### src/hdl/bcv_pkg.sv
`timescale 1ns / 1ps
// ----------------------------------------------------------------------------
// bcv_pkg
// Shared types, constants and control structs of the bridge/cut-vertex finder.
// ----------------------------------------------------------------------------
package bcv_pkg;

  localparam int unsigned MAX_VERTICES_DEF = 32;
  localparam int unsigned MAX_EDGES_DEF    = 64;
  localparam int unsigned VCNT_W           = 6;   // vertex_count register width
  localparam int unsigned TIME_W           = 6;   // discovery / low time width

  typedef enum logic [1:0] {
    KIND_BRIDGE = 2'd0,
    KIND_CUT    = 2'd1,
    KIND_DONE   = 2'd2
  } kind_e;

  typedef struct packed {
    logic [4:0] end_a;
    logic [4:0] end_b;
    logic       last_edge;
  } in_t;

  typedef struct packed {
    kind_e      kind;
    logic [4:0] vertex_a;
    logic [4:0] vertex_b;
    logic       dropped;
    logic       last;
  } out_t;

  typedef enum logic [9:0] {
    ST_LOAD  = 10'b00_0000_0001,
    ST_OUTER = 10'b00_0000_0010,
    ST_SCAN  = 10'b00_0000_0100,
    ST_EDGE  = 10'b00_0000_1000,
    ST_BACK  = 10'b00_0001_0000,
    ST_PUSH  = 10'b00_0010_0000,
    ST_POP   = 10'b00_0100_0000,
    ST_POP2  = 10'b00_1000_0000,
    ST_CUTS  = 10'b01_0000_0000,
    ST_DONE  = 10'b10_0000_0000
  } state_e;

  typedef struct packed {
    logic load;
    logic start_search;
    logic outer_skip;
    logic start_root;
    logic cuts_init;
    logic scan_issue;
    logic latch_w;
    logic read_w;
    logic push;
    logic back;
    logic pop;
    logic pop_last;
    logic pop_finish;
    logic cut_step;
    logic done_emit;
  } cmd_t;

  typedef struct packed {
    logic in_last;
    logic sv_done;
    logic sv_vis;
    logic scan_end;
    logic found;
    logic w_vis;
    logic last_pop;
    logic bridge_hit;
    logic out_free;
    logic cv_done;
    logic cut_hit;
  } sts_t;

endpackage

### src/hdl/bridge_and_cut_vertex_finder.sv
`timescale 1ns / 1ps
// Operation: edges load one per cycle; after the final edge the search runs the outer
//   sweep, scans the stored edges of each vertex, visits each neighbor found, retires
//   each vertex, then sweeps the vertices for cut vertices and emits done.
// Throughput: one edge transaction per cycle while loading; input stalls for the
//   whole search, and each result waits for a free output register.
// Reset: asynchronous, active low; clears control and graph flags, vertex_count=32.
// ----------------------------------------------------------------------------
// bridge_and_cut_vertex_finder
// Finds bridges and articulation points of a loaded undirected graph.
// ----------------------------------------------------------------------------
module bridge_and_cut_vertex_finder #(
  parameter int unsigned MaxVertices = bcv_pkg::MAX_VERTICES_DEF,
  parameter int unsigned MaxEdges    = bcv_pkg::MAX_EDGES_DEF
) (
  input  logic                       clk_i,
  input  logic                       rst_ni,
  // edge transactions
  input  logic                       in_valid_i,
  output logic                       in_stall_o,
  input  bcv_pkg::in_t               in_data_i,
  // result transactions
  output logic                       out_valid_o,
  input  logic                       out_stall_i,
  output bcv_pkg::out_t              out_data_o,
  // vertex_count register write
  input  logic                       cfg_valid_i,
  output logic                       cfg_ready_o,
  input  logic [bcv_pkg::VCNT_W-1:0] cfg_data_i
);

  bcv_pkg::cmd_t cmd;
  bcv_pkg::sts_t sts;

  // Register is taken only while edges are loading, never mid-search.
  assign cfg_ready_o = !in_stall_o;

  // Sequencer: walks the graph one step per state, driven by datapath flags.
  bcv_ctrl u_ctrl (
    .clk_i      (clk_i),
    .rst_ni     (rst_ni),
    .in_valid_i (in_valid_i),
    .in_stall_o (in_stall_o),
    .sts_i      (sts),
    .cmd_o      (cmd)
  );

  // Datapath: edge store, per-vertex tables, stack and output register.
  bcv_dpath #(
    .MaxVertices (MaxVertices),
    .MaxEdges    (MaxEdges)
  ) u_dpath (
    .clk_i       (clk_i),
    .rst_ni      (rst_ni),
    .in_data_i   (in_data_i),
    .cfg_valid_i (cfg_valid_i && cfg_ready_o),
    .cfg_data_i  (cfg_data_i),
    .out_stall_i (out_stall_i),
    .out_valid_o (out_valid_o),
    .out_data_o  (out_data_o),
    .cmd_i       (cmd),
    .sts_o       (sts)
  );

`ifndef SYNTHESIS
  // The final edge starts the search; no edge is taken in the next cycle.
  a_stall_after_last: assert property (@(posedge clk_i) disable iff (!rst_ni)
    (in_valid_i && !in_stall_o && in_data_i.last_edge) |=> in_stall_o)
    else $error("edge accepted right after the final edge");

  // Only the done transaction carries last.
  a_last_is_done: assert property (@(posedge clk_i) disable iff (!rst_ni)
    (out_valid_o && out_data_o.last) |-> (out_data_o.kind == bcv_pkg::KIND_DONE))
    else $error("last set on a non-done transaction");

  // Bridges and cut vertices carry no drop or last flag.
  a_plain_items: assert property (@(posedge clk_i) disable iff (!rst_ni)
    (out_valid_o && out_data_o.kind != bcv_pkg::KIND_DONE) |->
      (!out_data_o.dropped && !out_data_o.last))
    else $error("flags set on a bridge or cut transaction");
`endif

endmodule

### src/hdl/bcv_ram.sv
`timescale 1ns / 1ps
// ----------------------------------------------------------------------------
// bcv_ram
// Generic single-write, single-read RAM with registered read data.
// ----------------------------------------------------------------------------
module bcv_ram #(
  parameter int unsigned Width = 8,
  parameter int unsigned Depth = 32,
  localparam int unsigned AddrW = (Depth > 1) ? $clog2(Depth) : 1
) (
  input  logic             clk_i,
  input  logic             we_i,
  input  logic [AddrW-1:0] waddr_i,
  input  logic [Width-1:0] wdata_i,
  input  logic             re_i,
  input  logic [AddrW-1:0] raddr_i,
  output logic [Width-1:0] rdata_o
);

  logic [Width-1:0] mem_q [Depth];
  logic [Width-1:0] rdata_q;

  always_ff @(posedge clk_i) begin
    if (we_i) begin
      mem_q[waddr_i] <= wdata_i;
    end
    if (re_i) begin
      rdata_q <= mem_q[raddr_i];
    end
  end

  assign rdata_o = rdata_q;

endmodule

### src/hdl/bcv_ctrl.sv
`timescale 1ns / 1ps
// ----------------------------------------------------------------------------
// bcv_ctrl
// Sequencer: load, depth-first walk, cut-vertex sweep and done transaction.
// ----------------------------------------------------------------------------
module bcv_ctrl (
  input  logic          clk_i,
  input  logic          rst_ni,
  input  logic          in_valid_i,
  output logic          in_stall_o,
  input  bcv_pkg::sts_t sts_i,
  output bcv_pkg::cmd_t cmd_o
);

  bcv_pkg::state_e state_q, state_d;

  always_comb begin
    state_d = state_q;
    cmd_o   = '0;
    case (state_q)
      bcv_pkg::ST_LOAD: begin
        if (in_valid_i) begin
          cmd_o.load = 1'b1;
          if (sts_i.in_last) begin
            cmd_o.start_search = 1'b1;
            state_d = bcv_pkg::ST_OUTER;
          end
        end
      end
      bcv_pkg::ST_OUTER: begin
        if (sts_i.sv_done) begin
          cmd_o.cuts_init = 1'b1;
          state_d = bcv_pkg::ST_CUTS;
        end else if (sts_i.sv_vis) begin
          cmd_o.outer_skip = 1'b1;
        end else begin
          cmd_o.start_root = 1'b1;
          state_d = bcv_pkg::ST_SCAN;
        end
      end
      bcv_pkg::ST_SCAN: begin
        if (sts_i.scan_end) begin
          state_d = bcv_pkg::ST_POP;
        end else begin
          cmd_o.scan_issue = 1'b1;
          state_d = bcv_pkg::ST_EDGE;
        end
      end
      bcv_pkg::ST_EDGE: begin
        if (sts_i.found) begin
          cmd_o.latch_w = 1'b1;
          if (sts_i.w_vis) begin
            cmd_o.read_w = 1'b1;
            state_d = bcv_pkg::ST_BACK;
          end else begin
            state_d = bcv_pkg::ST_PUSH;
          end
        end else begin
          state_d = bcv_pkg::ST_SCAN;
        end
      end
      bcv_pkg::ST_BACK: begin
        cmd_o.back = 1'b1;
        state_d = bcv_pkg::ST_SCAN;
      end
      bcv_pkg::ST_PUSH: begin
        cmd_o.push = 1'b1;
        state_d = bcv_pkg::ST_SCAN;
      end
      bcv_pkg::ST_POP: begin
        cmd_o.pop = 1'b1;
        if (sts_i.last_pop) begin
          cmd_o.pop_last = 1'b1;
          state_d = bcv_pkg::ST_OUTER;
        end else begin
          state_d = bcv_pkg::ST_POP2;
        end
      end
      bcv_pkg::ST_POP2: begin
        if (!sts_i.bridge_hit || sts_i.out_free) begin
          cmd_o.pop_finish = 1'b1;
          state_d = bcv_pkg::ST_SCAN;
        end
      end
      bcv_pkg::ST_CUTS: begin
        if (sts_i.cv_done) begin
          state_d = bcv_pkg::ST_DONE;
        end else if (!sts_i.cut_hit || sts_i.out_free) begin
          cmd_o.cut_step = 1'b1;
        end
      end
      bcv_pkg::ST_DONE: begin
        if (sts_i.out_free) begin
          cmd_o.done_emit = 1'b1;
          state_d = bcv_pkg::ST_LOAD;
        end
      end
      default: begin
        state_d = bcv_pkg::ST_LOAD;
      end
    endcase
  end

  always_ff @(posedge clk_i or negedge rst_ni) begin
    if (!rst_ni) begin
      state_q <= bcv_pkg::ST_LOAD;
    end else begin
      state_q <= state_d;
    end
  end

  assign in_stall_o = (state_q != bcv_pkg::ST_LOAD);

endmodule

### src/hdl/bcv_dpath.sv
`timescale 1ns / 1ps
// ----------------------------------------------------------------------------
// bcv_dpath
// Edge store, per-vertex tables, walk stack, counters and output register.
// ----------------------------------------------------------------------------
module bcv_dpath #(
  parameter int unsigned MaxVertices = bcv_pkg::MAX_VERTICES_DEF,
  parameter int unsigned MaxEdges    = bcv_pkg::MAX_EDGES_DEF
) (
  input  logic                        clk_i,
  input  logic                        rst_ni,
  input  bcv_pkg::in_t                in_data_i,
  input  logic                        cfg_valid_i,
  input  logic [bcv_pkg::VCNT_W-1:0]  cfg_data_i,
  input  logic                        out_stall_i,
  output logic                        out_valid_o,
  output bcv_pkg::out_t               out_data_o,
  input  bcv_pkg::cmd_t               cmd_i,
  output bcv_pkg::sts_t               sts_o
);

  localparam int unsigned VA  = $clog2(MaxVertices);
  localparam int unsigned DW  = $clog2(MaxVertices + 1);
  localparam int unsigned EA  = (MaxEdges > 1) ? $clog2(MaxEdges) : 1;
  localparam int unsigned ECW = $clog2(MaxEdges + 1);
  localparam int unsigned CW  = bcv_pkg::VCNT_W;
  localparam int unsigned TW  = bcv_pkg::TIME_W;

  // configuration and counters
  logic [CW-1:0]  vc_q;
  logic [ECW-1:0] etot_q;
  logic           drop_q;
  logic [TW-1:0]  time_q;
  logic [CW-1:0]  sv_q, cv_q;
  logic [DW-1:0]  depth_q;
  logic [1:0]     rc_q;
  logic [VA-1:0]  root_q, cur_v_q, cur_par_q, w_q, ch_v_q;
  logic [ECW-1:0] cur_i_q;
  logic [TW-1:0]  cur_low_q, ch_low_q;
  logic [MaxVertices-1:0] vis_q, cut_q;
  logic           out_valid_q;
  bcv_pkg::out_t  out_q;

  logic [CW-1:0]  nv;
  logic           in_ok;
  logic [TW-1:0]  t_next;
  logic [2*VA-1:0] e_rd;
  logic [VA-1:0]  ea, eb, w_c;
  logic           out_free;

  // RAM ports
  logic           disc_we, low_we, par_we, disc_re, pop_re;
  logic [VA-1:0]  disc_wa, low_wa, disc_ra;
  logic [TW-1:0]  disc_wd, low_wd, disc_rd, low_rd;
  logic [VA-1:0]  par_wd, par_rd;
  logic [ECW-1:0] stk_rd;
  logic [TW-1:0]  new_low;
  logic           bridge, cut_set;

  assign nv     = (vc_q > CW'(MaxVertices)) ? CW'(MaxVertices) : vc_q;
  assign in_ok  = ({1'b0, in_data_i.end_a} < nv) &&
                  ({1'b0, in_data_i.end_b} < nv) &&
                  (etot_q < ECW'(MaxEdges));
  assign t_next = time_q + TW'(1);
  assign ea     = e_rd[2*VA-1:VA];
  assign eb     = e_rd[VA-1:0];
  assign w_c    = (ea == cur_v_q) ? eb : ea;
  assign out_free = !out_valid_q || !out_stall_i;

  assign new_low = (ch_low_q < low_rd) ? ch_low_q : low_rd;
  assign bridge  = ch_low_q > disc_rd;
  assign cut_set = (cur_par_q != root_q) && (ch_low_q >= disc_rd);

  always_comb begin
    sts_o            = '0;
    sts_o.in_last    = in_data_i.last_edge;
    sts_o.sv_done    = sv_q >= nv;
    sts_o.sv_vis     = vis_q[sv_q[VA-1:0]];
    sts_o.scan_end   = cur_i_q >= etot_q;
    sts_o.found      = (ea == cur_v_q) || (eb == cur_v_q);
    sts_o.w_vis      = vis_q[w_c];
    sts_o.last_pop   = depth_q == DW'(1);
    sts_o.bridge_hit = bridge;
    sts_o.out_free   = out_free;
    sts_o.cv_done    = cv_q >= nv;
    sts_o.cut_hit    = cut_q[cv_q[VA-1:0]];
  end

  // table write/read muxing
  always_comb begin
    disc_we = cmd_i.start_root || cmd_i.push;
    par_we  = disc_we;
    disc_wa = cmd_i.push ? w_q : sv_q[VA-1:0];
    disc_wd = t_next;
    par_wd  = cmd_i.push ? cur_v_q : sv_q[VA-1:0];
    low_we  = disc_we || (cmd_i.back && (disc_rd < cur_low_q) &&
              ((cur_v_q == root_q) || (w_q != cur_par_q))) || cmd_i.pop_finish;
    low_wa  = disc_wa;
    low_wd  = t_next;
    if (cmd_i.back) begin
      low_wa = cur_v_q;
      low_wd = disc_rd;
    end else if (cmd_i.pop_finish) begin
      low_wa = cur_par_q;
      low_wd = new_low;
    end
    pop_re  = cmd_i.pop && !cmd_i.pop_last;
    disc_re = cmd_i.read_w || pop_re;
    disc_ra = cmd_i.read_w ? w_c : cur_par_q;
  end

  bcv_ram #(.Width(2*VA), .Depth(MaxEdges)) u_edge_ram (
    .clk_i   (clk_i),
    .we_i    (cmd_i.load && in_ok),
    .waddr_i (etot_q[EA-1:0]),
    .wdata_i ({in_data_i.end_a[VA-1:0], in_data_i.end_b[VA-1:0]}),
    .re_i    (cmd_i.scan_issue),
    .raddr_i (cur_i_q[EA-1:0]),
    .rdata_o (e_rd)
  );

  bcv_ram #(.Width(TW), .Depth(MaxVertices)) u_disc_ram (
    .clk_i   (clk_i),
    .we_i    (disc_we),
    .waddr_i (disc_wa),
    .wdata_i (disc_wd),
    .re_i    (disc_re),
    .raddr_i (disc_ra),
    .rdata_o (disc_rd)
  );

  bcv_ram #(.Width(TW), .Depth(MaxVertices)) u_low_ram (
    .clk_i   (clk_i),
    .we_i    (low_we),
    .waddr_i (low_wa),
    .wdata_i (low_wd),
    .re_i    (pop_re),
    .raddr_i (cur_par_q),
    .rdata_o (low_rd)
  );

  bcv_ram #(.Width(VA), .Depth(MaxVertices)) u_par_ram (
    .clk_i   (clk_i),
    .we_i    (par_we),
    .waddr_i (disc_wa),
    .wdata_i (par_wd),
    .re_i    (pop_re),
    .raddr_i (cur_par_q),
    .rdata_o (par_rd)
  );

  // walk stack: edge scan position of each vertex on the current path
  bcv_ram #(.Width(ECW), .Depth(MaxVertices)) u_stack_ram (
    .clk_i   (clk_i),
    .we_i    (cmd_i.push),
    .waddr_i (VA'(depth_q - DW'(1))),
    .wdata_i (cur_i_q),
    .re_i    (pop_re),
    .raddr_i (VA'(depth_q - DW'(2))),
    .rdata_o (stk_rd)
  );

  always_ff @(posedge clk_i or negedge rst_ni) begin
    if (!rst_ni) begin
      vc_q        <= CW'(MaxVertices);
      etot_q      <= '0;
      drop_q      <= 1'b0;
      time_q      <= '0;
      sv_q        <= '0;
      cv_q        <= '0;
      depth_q     <= '0;
      rc_q        <= '0;
      root_q      <= '0;
      vis_q       <= '0;
      cut_q       <= '0;
      out_valid_q <= 1'b0;
    end else begin
      if (cfg_valid_i) begin
        vc_q <= cfg_data_i;
      end
      if (cmd_i.load) begin
        if (in_ok) begin
          etot_q <= etot_q + ECW'(1);
        end else begin
          drop_q <= 1'b1;
        end
      end
      if (cmd_i.start_search || cmd_i.outer_skip) begin
        sv_q <= cmd_i.start_search ? '0 : sv_q + CW'(1);
      end
      if (cmd_i.start_root) begin
        root_q             <= sv_q[VA-1:0];
        rc_q               <= '0;
        time_q             <= t_next;
        vis_q[sv_q[VA-1:0]] <= 1'b1;
        depth_q            <= DW'(1);
      end
      if (cmd_i.push) begin
        if (cur_v_q == root_q && rc_q != 2'd2) begin
          rc_q <= rc_q + 2'd1;
        end
        time_q     <= t_next;
        vis_q[w_q] <= 1'b1;
        depth_q    <= depth_q + DW'(1);
      end
      if (cmd_i.pop) begin
        depth_q <= depth_q - DW'(1);
        if (cmd_i.pop_last) begin
          cut_q[root_q] <= rc_q == 2'd2;
        end
      end
      if (cmd_i.pop_finish && cut_set) begin
        cut_q[cur_par_q] <= 1'b1;
      end
      if (cmd_i.cuts_init) begin
        cv_q <= '0;
      end else if (cmd_i.cut_step) begin
        cv_q <= cv_q + CW'(1);
      end
      if (cmd_i.done_emit) begin
        etot_q <= '0;
        drop_q <= 1'b0;
        time_q <= '0;
        vis_q  <= '0;
        cut_q  <= '0;
      end
      if ((cmd_i.pop_finish && bridge) || (cmd_i.cut_step && sts_o.cut_hit) ||
          cmd_i.done_emit) begin
        out_valid_q <= 1'b1;
      end else if (!out_stall_i) begin
        out_valid_q <= 1'b0;
      end
    end
  end

  // walk registers and output payload
  always_ff @(posedge clk_i) begin
    if (cmd_i.start_root) begin
      cur_v_q   <= sv_q[VA-1:0];
      cur_par_q <= sv_q[VA-1:0];
      cur_i_q   <= '0;
      cur_low_q <= t_next;
    end
    if (cmd_i.scan_issue) begin
      cur_i_q <= cur_i_q + ECW'(1);
    end
    if (cmd_i.latch_w) begin
      w_q <= w_c;
    end
    if (cmd_i.back && (disc_rd < cur_low_q) &&
        ((cur_v_q == root_q) || (w_q != cur_par_q))) begin
      cur_low_q <= disc_rd;
    end
    if (cmd_i.push) begin
      cur_par_q <= cur_v_q;
      cur_v_q   <= w_q;
      cur_i_q   <= '0;
      cur_low_q <= t_next;
    end
    if (pop_re) begin
      ch_v_q   <= cur_v_q;
      ch_low_q <= cur_low_q;
    end
    if (cmd_i.pop_finish) begin
      cur_v_q   <= cur_par_q;
      cur_par_q <= par_rd;
      cur_i_q   <= stk_rd;
      cur_low_q <= new_low;
    end
    if (cmd_i.pop_finish && bridge) begin
      out_q <= '{kind: bcv_pkg::KIND_BRIDGE, vertex_a: 5'(cur_par_q),
                 vertex_b: 5'(ch_v_q), dropped: 1'b0, last: 1'b0};
    end else if (cmd_i.cut_step && sts_o.cut_hit) begin
      out_q <= '{kind: bcv_pkg::KIND_CUT, vertex_a: 5'(cv_q),
                 vertex_b: 5'd0, dropped: 1'b0, last: 1'b0};
    end else if (cmd_i.done_emit) begin
      out_q <= '{kind: bcv_pkg::KIND_DONE, vertex_a: 5'd0,
                 vertex_b: 5'd0, dropped: drop_q, last: 1'b1};
    end
  end

  assign out_valid_o = out_valid_q;
  assign out_data_o  = out_q;

endmodule

### config.mk
export PLATFORM = sky130hd
export DESIGN_NAME = bridge_and_cut_vertex_finder
export DESIGN_NICKNAME = d
export VERILOG_FILES = /design/src/hdl/bcv_pkg.sv /design/src/hdl/bridge_and_cut_vertex_finder.sv /design/src/hdl/bcv_ram.sv /design/src/hdl/bcv_ctrl.sv /design/src/hdl/bcv_dpath.sv
export SDC_FILE = /design/constraint.sdc
export NUM_CORES = 2
export LEC_CHECK = 0
export ABC_CLOCK_PERIOD_IN_PS = 4590
export BUFFER_PORTS_ARGS = -buffer_cell sky130_fd_sc_hd__buf_2
export CORE_AREA = 2 2 347 349
export CTS_CLUSTER_SIZE = 14
export DETAILED_ROUTE_END_ITERATION = 16
export DIE_AREA = 0 0 349 351
export PLACE_DENSITY = 0.81
export SYNTH_ARGS = -nofsm -noshare
export SYNTH_HDL_FRONTEND = slang
export SYNTH_HIERARCHICAL = 1
export SYNTH_SLANG_ARGS = --single-unit
### constraint.sdc
create_clock -name clk_i -period 4.59 [get_ports clk_i]
set_input_delay 0.6885 -clock clk_i [delete_from_list [all_inputs] [get_ports clk_i]]
set_output_delay 0.6885 -clock clk_i [all_outputs]
set_load 0.02 [all_outputs]
-- Yosys cells after proc, flatten, opt, wreduce, memory -nomap -nowiden
Memory sizes are Yosys's and may differ from the RTL's. A register that Yosys moved wholly into a read port is not among the register bits.
Index checks and enable logic that the tools add are counted.
- memories kept: 5
- bits in registers: 172
- word-level logic and storage cells: 250
- RAM bits: 1408
- memories (memory ; depth ; width ; read ports ; clocked after memory_dff ; wr ports ; line ; source):
    u_dpath.u_edge_ram.mem_q ; 64 ; 10 ; 1 ; 1 ; 1 ; bcv_ram.sv:20 ; logic [Width-1:0] mem_q [Depth];
    u_dpath.u_stack_ram.mem_q ; 32 ; 7 ; 1 ; 1 ; 1 ; bcv_ram.sv:20 ;
    u_dpath.u_disc_ram.mem_q ; 32 ; 6 ; 1 ; 1 ; 1 ; bcv_ram.sv:20 ;
    u_dpath.u_low_ram.mem_q ; 32 ; 6 ; 1 ; 1 ; 1 ; bcv_ram.sv:20 ;
    u_dpath.u_par_ram.mem_q ; 32 ; 5 ; 1 ; 1 ; 1 ; bcv_ram.sv:20 ;
- $add $sub $neg: 9
- reduce and logical (&&, ||, !) cells: 49
- order comparisons: 21
- bitwise logic cells: 3
- mux-type cells: 111
- equal/unequal tests: 27
- operators by type and width (cell ; count):
    $mux 32 ; 7
    $mux 6 ; 17
    $or 32x32->32 ; 3
    $pmux 10 s9 ; 1
    $mux 10 ; 8
    $mux 7 ; 8
    $mux 5 ; 11
    $mux 1 ; 37
    $lt 5x6->1 const B ; 6
    $bwmux 32 ; 1
    $mux 13 ; 2
    $add 6x1->6 const B ; 4
    $demux 1 s5 ; 4
    $ge 5x1->1 const B ; 4
    $ge 6x6->1 ; 3
    $mux 2 ; 9
    $logic_and 1x1->1 ; 16
    $bmux 1 s5 ; 3
    $eq 5x5->1 ; 3
    $add 7x1->7 const B ; 2
    $logic_or 1x1->1 ; 12
    $lt 5x6->1 ; 2
    $lt 6x6->1 ; 2
    $mux 12 ; 1
    33 further kinds ; 54

-- Depth between registers and ports, before layout
- depth after elaboration: 11
- depth in mapped cells: 19
- mapped depth without buffers: 15

-- Cells and area by module
Netlist, hierarchy kept.
- modules (own cells, without submodules) (module ; instances ; cells each ; area an instance (um^2) ; sequential area each (um^2)):
    bcv_ram at u_dpath.u_edge_ram ; 1 ; 1118 ; 25201.7 ; 19518.7
    bcv_ram at u_dpath.u_disc_ram ... ; 2 ; 323 ; 7649.8 ; 5945.7
    bcv_dpath ; 1 ; 1099 ; 10473.8 ; 4285.4
    bcv_ram at u_dpath.u_stack_ram ; 1 ; 370 ; 8903.5 ; 6936.7
    bcv_ram at u_dpath.u_par_ram ; 1 ; 277 ; 6394.9 ; 4954.8
    bcv_ctrl ; 1 ; 98 ; 780.7 ; 251.5
    bridge_and_cut_vertex_finder ; 1 ; 2 ; 10.0 ; 0.0

-- Worst setup path after synthesis
OpenSTA, ideal clock, no wires.
- kind: register -> register
- start point: register u_dpath.cur_v_q[3]
- end point: register u_dpath.u_disc_ram.rdata_q[0] (netlist: u_dpath/u_disc_ram/rdata_o[0]) (read register of u_dpath.u_disc_ram.mem_q) (data pin)
- arrival: 4.538 ns
- cell stages (with the launch flop): 20
- path slack: -0.208 ns
- required time: 4.330 ns
- cells stage by stage: edfxtp_1 > xnor2_1 > nand4_1 > nor2_1 > o22a_1 > buf_2 > buf_2 > mux2i_1 > nand2_1 > a31oi_1 > nor4_1 > and3_1 > buf_1 > nor2_1 > a21oi_1 > clkbuf_1 > clkbuf_1 > mux4_2 > mux4_2 > mux2_2
- RTL lines (element ; line ; source):
    start, declared ; bcv_dpath.sv:37 ; logic [VA-1:0] root_q, cur_v_q, cur_par_q, w_q, ch_v_q;
    start signal, assigned ; bcv_dpath.sv:239 ; cur_v_q <= sv_q[VA-1:0];
    start signal, assigned ; bcv_dpath.sv:256 ; cur_v_q <= w_q;
    start signal, assigned ; bcv_dpath.sv:265 ; cur_v_q <= cur_par_q;
    end, declared ; bcv_ram.sv:21 ; logic [Width-1:0] rdata_q;

==> run_results.csv <==
group,metric,value,unit
run_status,run_status,"finished, violations left",
run_status,failed_checks,"negative setup slack",
clock_network,tritoncts,"yes",
route,topRoutingLayerUsed,"met5",
logic_synthesis,async_flop_share,7.43,%
final_layout,drive_above_1_share,26.3,%
critical_path,worst_setup_path_end_kind,"flop",
die,floorplan.die.height,351,microns
sta,clock-skew-final,0.0408,ns
clock_network,number_of_buffers_on_the_longest_clock_path,3,
clock_network,cts_made_buffers,158,
pwr,power.ir.vdd_worst,0.000541,V
logic_synthesis,synthDominantAreaCellType,"sky130_fd_sc_hd__edfxtp_1",
die,num_rows,127,
route,routed_wire_length_per_instance,28.5,microns
place,dp_hpwl,96800,microns
logic_synthesis,syn_area_per_cell,18.6,sq um
clock_network,clkSlewWorstSetupHoldPaths,0.06,ns
logic_synthesis,cell_variety_after_synth,78,
place,buffer_ports.inserted,38,
route,met3_wirelength,15300,microns
critical_path,critical_path_class,"flop to flop",
logic_synthesis,postSynth.topFlopCell,"sky130_fd_sc_hd__edfxtp_1",
die,core_area,0.119,sq mm
critical_path,arrival,5.09,ns
route,dr.pass1.iters,8,
logic_synthesis,syn_inst,3610,
pwr,power.static_leakage,0.0248,uW
route,drc_errors,0,
logic_synthesis,post-synth-top-count-cell,"sky130_fd_sc_hd__edfxtp_1",
sta,grt_setup_unrepaired,"true",
job,drv_cap,0,
clock_network,clk-insertion-delay-late,0.76,ns
final_layout,layout.core_utilization,63.4,%
grt,vias_in_the_first_global_route,35853,
critical_path,crit_path_max_fanout,8,
final_layout,nets,3912,
route,ant_nets,0,
min_path,min_path_type,"input pin to flop",
logic_synthesis,adder_cell_share_of_the_synthesized_area,1.08,%
route,detailedRoute.firstIterationViolations,4355,
die,floorplan.io_pins,39,
sta,finalCriticalPeriod,4.60,ns
sta,final_min_period_over_clock_period,100,%
sta,final_hold_vio_count,0,
clock_network,clock-root-buffer,"sky130_fd_sc_hd__clkbuf_16",
sta,fmax,218,MHz
die,dieArea,0.122,sq mm
sta,count_of_final_setup_violators,2,
logic_synthesis,post_synth_mux_area_share,17.0,%
grt,global_route.usage.total,26.0,%
logic_synthesis,netlist_top_cells_area,"sky130_fd_sc_hd__edfxtp_1 67%, sky130_fd_sc_hd__mux4_2 14%, sky130_fd_sc_hd__dfrtp_1 4.4%, sky130_fd_sc_hd__nor2_1 1.9%, sky130_fd_sc_hd__mux2i_1 1.8%",
final_layout,area_growth_syn_to_layout,12.5,%
place,placedCellCount,5212,
route,route.vias.total,36004,
critical_path,critPathRequiredTime,5.09,ns
route,post_drt_via_cell_ratio,6.53,
clock_network,htreeDepth,4,
logic_synthesis,synth_enable_flop_cells,1491,
die,initial_core_util,56.3,%
sta,max_transition_margin,18.1,%
logic_synthesis,synth_warnings,6,
pwr,pwr_density,518,mW/mm^2
logic_synthesis,post_synth_and_or_nand_nor_area_fraction,5.38,%
logic_synthesis,synth.yosys.seq_area_share,71.3,%
final_layout,final-instance-count-excl-fill,5510,
logic_synthesis,syn_nets,3690,
logic_synthesis,synth_top_area_share,66.8,%
logic_synthesis,synth-compound-area-share,2.77,%
sta,timing_max_transition_violations_final,0,
logic_synthesis,largest_family_of_logic_cells_by_synthesized_area,"multiplexers",
logic_synthesis,yosys_register_bits,1614,
critical_path,worstSetupStartpointType,"flop",
logic_synthesis,synth.cells.most_frequent,"1491 x sky130_fd_sc_hd__edfxtp_1, 416 x sky130_fd_sc_hd__mux4_2, 336 x sky130_fd_sc_hd__nor2_1",
logic_synthesis,synthXorXnorAreaFrac,0.757,%
route,wirelength_met1,59500,microns
logic_synthesis,synthesis.area,0.0671,sq mm
die,floorplan.die.width,349,microns
sta,postLayoutSetupSlackWorst,-0.00683,ns
sta,worst-slew-pin-transition,1.23,ns
route,met2WireLength,77400,microns
grt,global_route_wire_length_before_repair,235000,microns
clock_network,clock_sinks,1614,
grt,grt_start_max_net_pins,115,
grt,grt_overflow,0,
place,routabilityCongestion,0.913,
grt,initial_antenna_violation_count,9,
route,drt-total-wl,157000,microns
registers in the layout (all words and copies together), names as in the netlist, 7 cells and up:
signal,cells
u_dpath/u_edge_ram/mem_q,640
u_dpath/u_stack_ram/mem_q,224
u_dpath/u_disc_ram/mem_q,192
u_dpath/u_low_ram/mem_q,192
u_dpath/u_par_ram/mem_q,160
u_dpath/cut_q,32
u_dpath/vis_q,32
u_dpath/out_data_o,13
u_ctrl/state_q,10
u_dpath/u_edge_ram/rdata_o,10
u_dpath/cur_i_q,7
u_dpath/etot_q,7
u_dpath/u_stack_ram/rdata_o,7
cell usage in the layout, fill, tap and decap left out, drive strengths merged, types with 11 or more instances in the layout:
| cell type | instances |
|---|---|
| a211oi | 24 |
| a21o | 22 |
| a21oi | 76 |
| a22oi | 15 |
| a31oi | 11 |
| and2 | 11 |
| and3 | 14 |
| buf | 245 |
| bufinv | 11 |
| clkbuf | 205 |
| clkinv | 61 |
| dfrtp | 118 |
| edfxtp | 1491 |
| ha | 58 |
| inv | 65 |
| mux2 | 68 |
| mux2i | 118 |
| mux4 | 418 |
| nand2 | 163 |
| nand2b | 28 |
| nand3 | 33 |
| nand3b | 35 |
| nand4 | 16 |
| nor2 | 336 |
| nor2b | 26 |
| nor3 | 23 |
| nor3b | 16 |
| o21ai | 35 |
| o22ai | 29 |
| or3 | 17 |
| or3b | 18 |
| xnor2 | 31 |
| xor2 | 27 |
report_power, final:
part	internal (uW)	leakage, uW	switching, uW	total, uW
combinational	3140	0.00755	4900	8050
sequential	17700	0.0147	572	18300
clock	7290	0.00249	5480	12800
layout make-up:
cell class / count / area [sq um]
inverters: 58 / 218
clock buffers: 204 / 4310
fillers: 7699 / 43600
clock inverters: 85 / 795
multi-input cells: 1753 / 18300
flip-flops and latches: 1614 / 47800
well taps: 1548 / 1940
diodes: 1 / 2.50
repair buffers: 247 / 2000
timing repair:
| item | in CTS | in global routing |
|---|---|---|
| buffers inserted | 1 | 4 |
| setup endpoints to repair | 6 | 40 |
| gates resized for setup | 9 | 29 |
| pin swaps | 1 | 6 |
| hold buffers | 1 | 0 |
| endpoints found under the hold margin | 6 | 0 |
| gates cloned | 2 | 1 |
worst paths after layout:
path	startpoint	endpoint	slack, ns	cells past startpoint
max	u_dpath/u_edge_ram/rdata_o[8]$_DFFE_PP_	u_dpath/u_disc_ram/rdata_o[2]$_DFFE_PP_	-0.007	17
min	in_data_i[6]	u_dpath/u_edge_ram/mem_q[16][5]$_DFFE_PP_	0.16	1
max reg2reg	u_dpath/u_edge_ram/rdata_o[8]$_DFFE_PP_	u_dpath/u_disc_ram/rdata_o[2]$_DFFE_PP_	-0.007	17
min reg2reg	u_dpath/cur_low_q[5]$_DFFE_PP_	u_dpath/ch_low_q[5]$_DFFE_PP_	0.46	0
max in group asynchronous	rst_ni	u_dpath/depth_q[0]$_DFFE_PN0P_	3.36	3
min in group asynchronous	rst_ni	u_dpath/out_valid_o$_DFFE_PN0P_	0.30	2
per-stage QoR:
step	setup WS [ns]	hold WS, ns	power, uW	setup TNS (ns)	cell area (sq um)
6_report	-0.00683	0.157	39100	-0.00853	75400
5_1_grt	-0.142	0.129	40400	-1.09	75400
4_1_cts	-0.00354	0.118	39200	-0.00509	75300
3_5_place_dp	-0.122	0.441	26500	-0.567	70000
3_3_place_gp	-0.0167	0.432	26200	-0.0424	70000
2_1_floorplan	0.0953	0.393	23500	0	67100
per-layer routing:
metal	vias up	global-route usage [%]
met5	-	0
met4	12	8.17
met3	312	5.42
met2	2000	42.4
met1	18747	35.6
li1	14933	-
critical path, cell delays in order (launching register included):
cell and delay (ns):
sky130_fd_sc_hd__edfxtp_1 0.44, sky130_fd_sc_hd__xnor2_2 0.22, sky130_fd_sc_hd__nand4_1 0.16, sky130_fd_sc_hd__buf_4 0.18
sky130_fd_sc_hd__o22a_4 0.23, sky130_fd_sc_hd__buf_6 0.13, sky130_fd_sc_hd__buf_12 0.13, sky130_fd_sc_hd__mux2i_1 0.11
sky130_fd_sc_hd__o22ai_1 0.20, sky130_fd_sc_hd__nor3_2 0.08, sky130_fd_sc_hd__nor4_2 0.26, sky130_fd_sc_hd__buf_4 0.17
sky130_fd_sc_hd__and3_4 0.18, sky130_fd_sc_hd__mux2_4 0.39, sky130_fd_sc_hd__clkbuf_16 0.20, sky130_fd_sc_hd__mux4_2 0.43
sky130_fd_sc_hd__mux4_2 0.54, sky130_fd_sc_hd__mux2_2 0.28
kinds of logic (layout without fill, tap and decap cells):
| group | Yosys count | in the layout |
|---|---|---|
| other | 0 | 1 |
| flip-flops | 1614 | 1614 |
| AND/OR/NAND/NOR | 758 | 758 |
| AO/OA/AOI/OAI | 275 | 275 |
| adder cells (fa/ha/maj) | 58 | 58 |
| buffers and inverters | 243 | 594 |
| XOR/XNOR | 58 | 58 |
| multiplexers | 604 | 604 |
(Power assumes the default switching activity.)
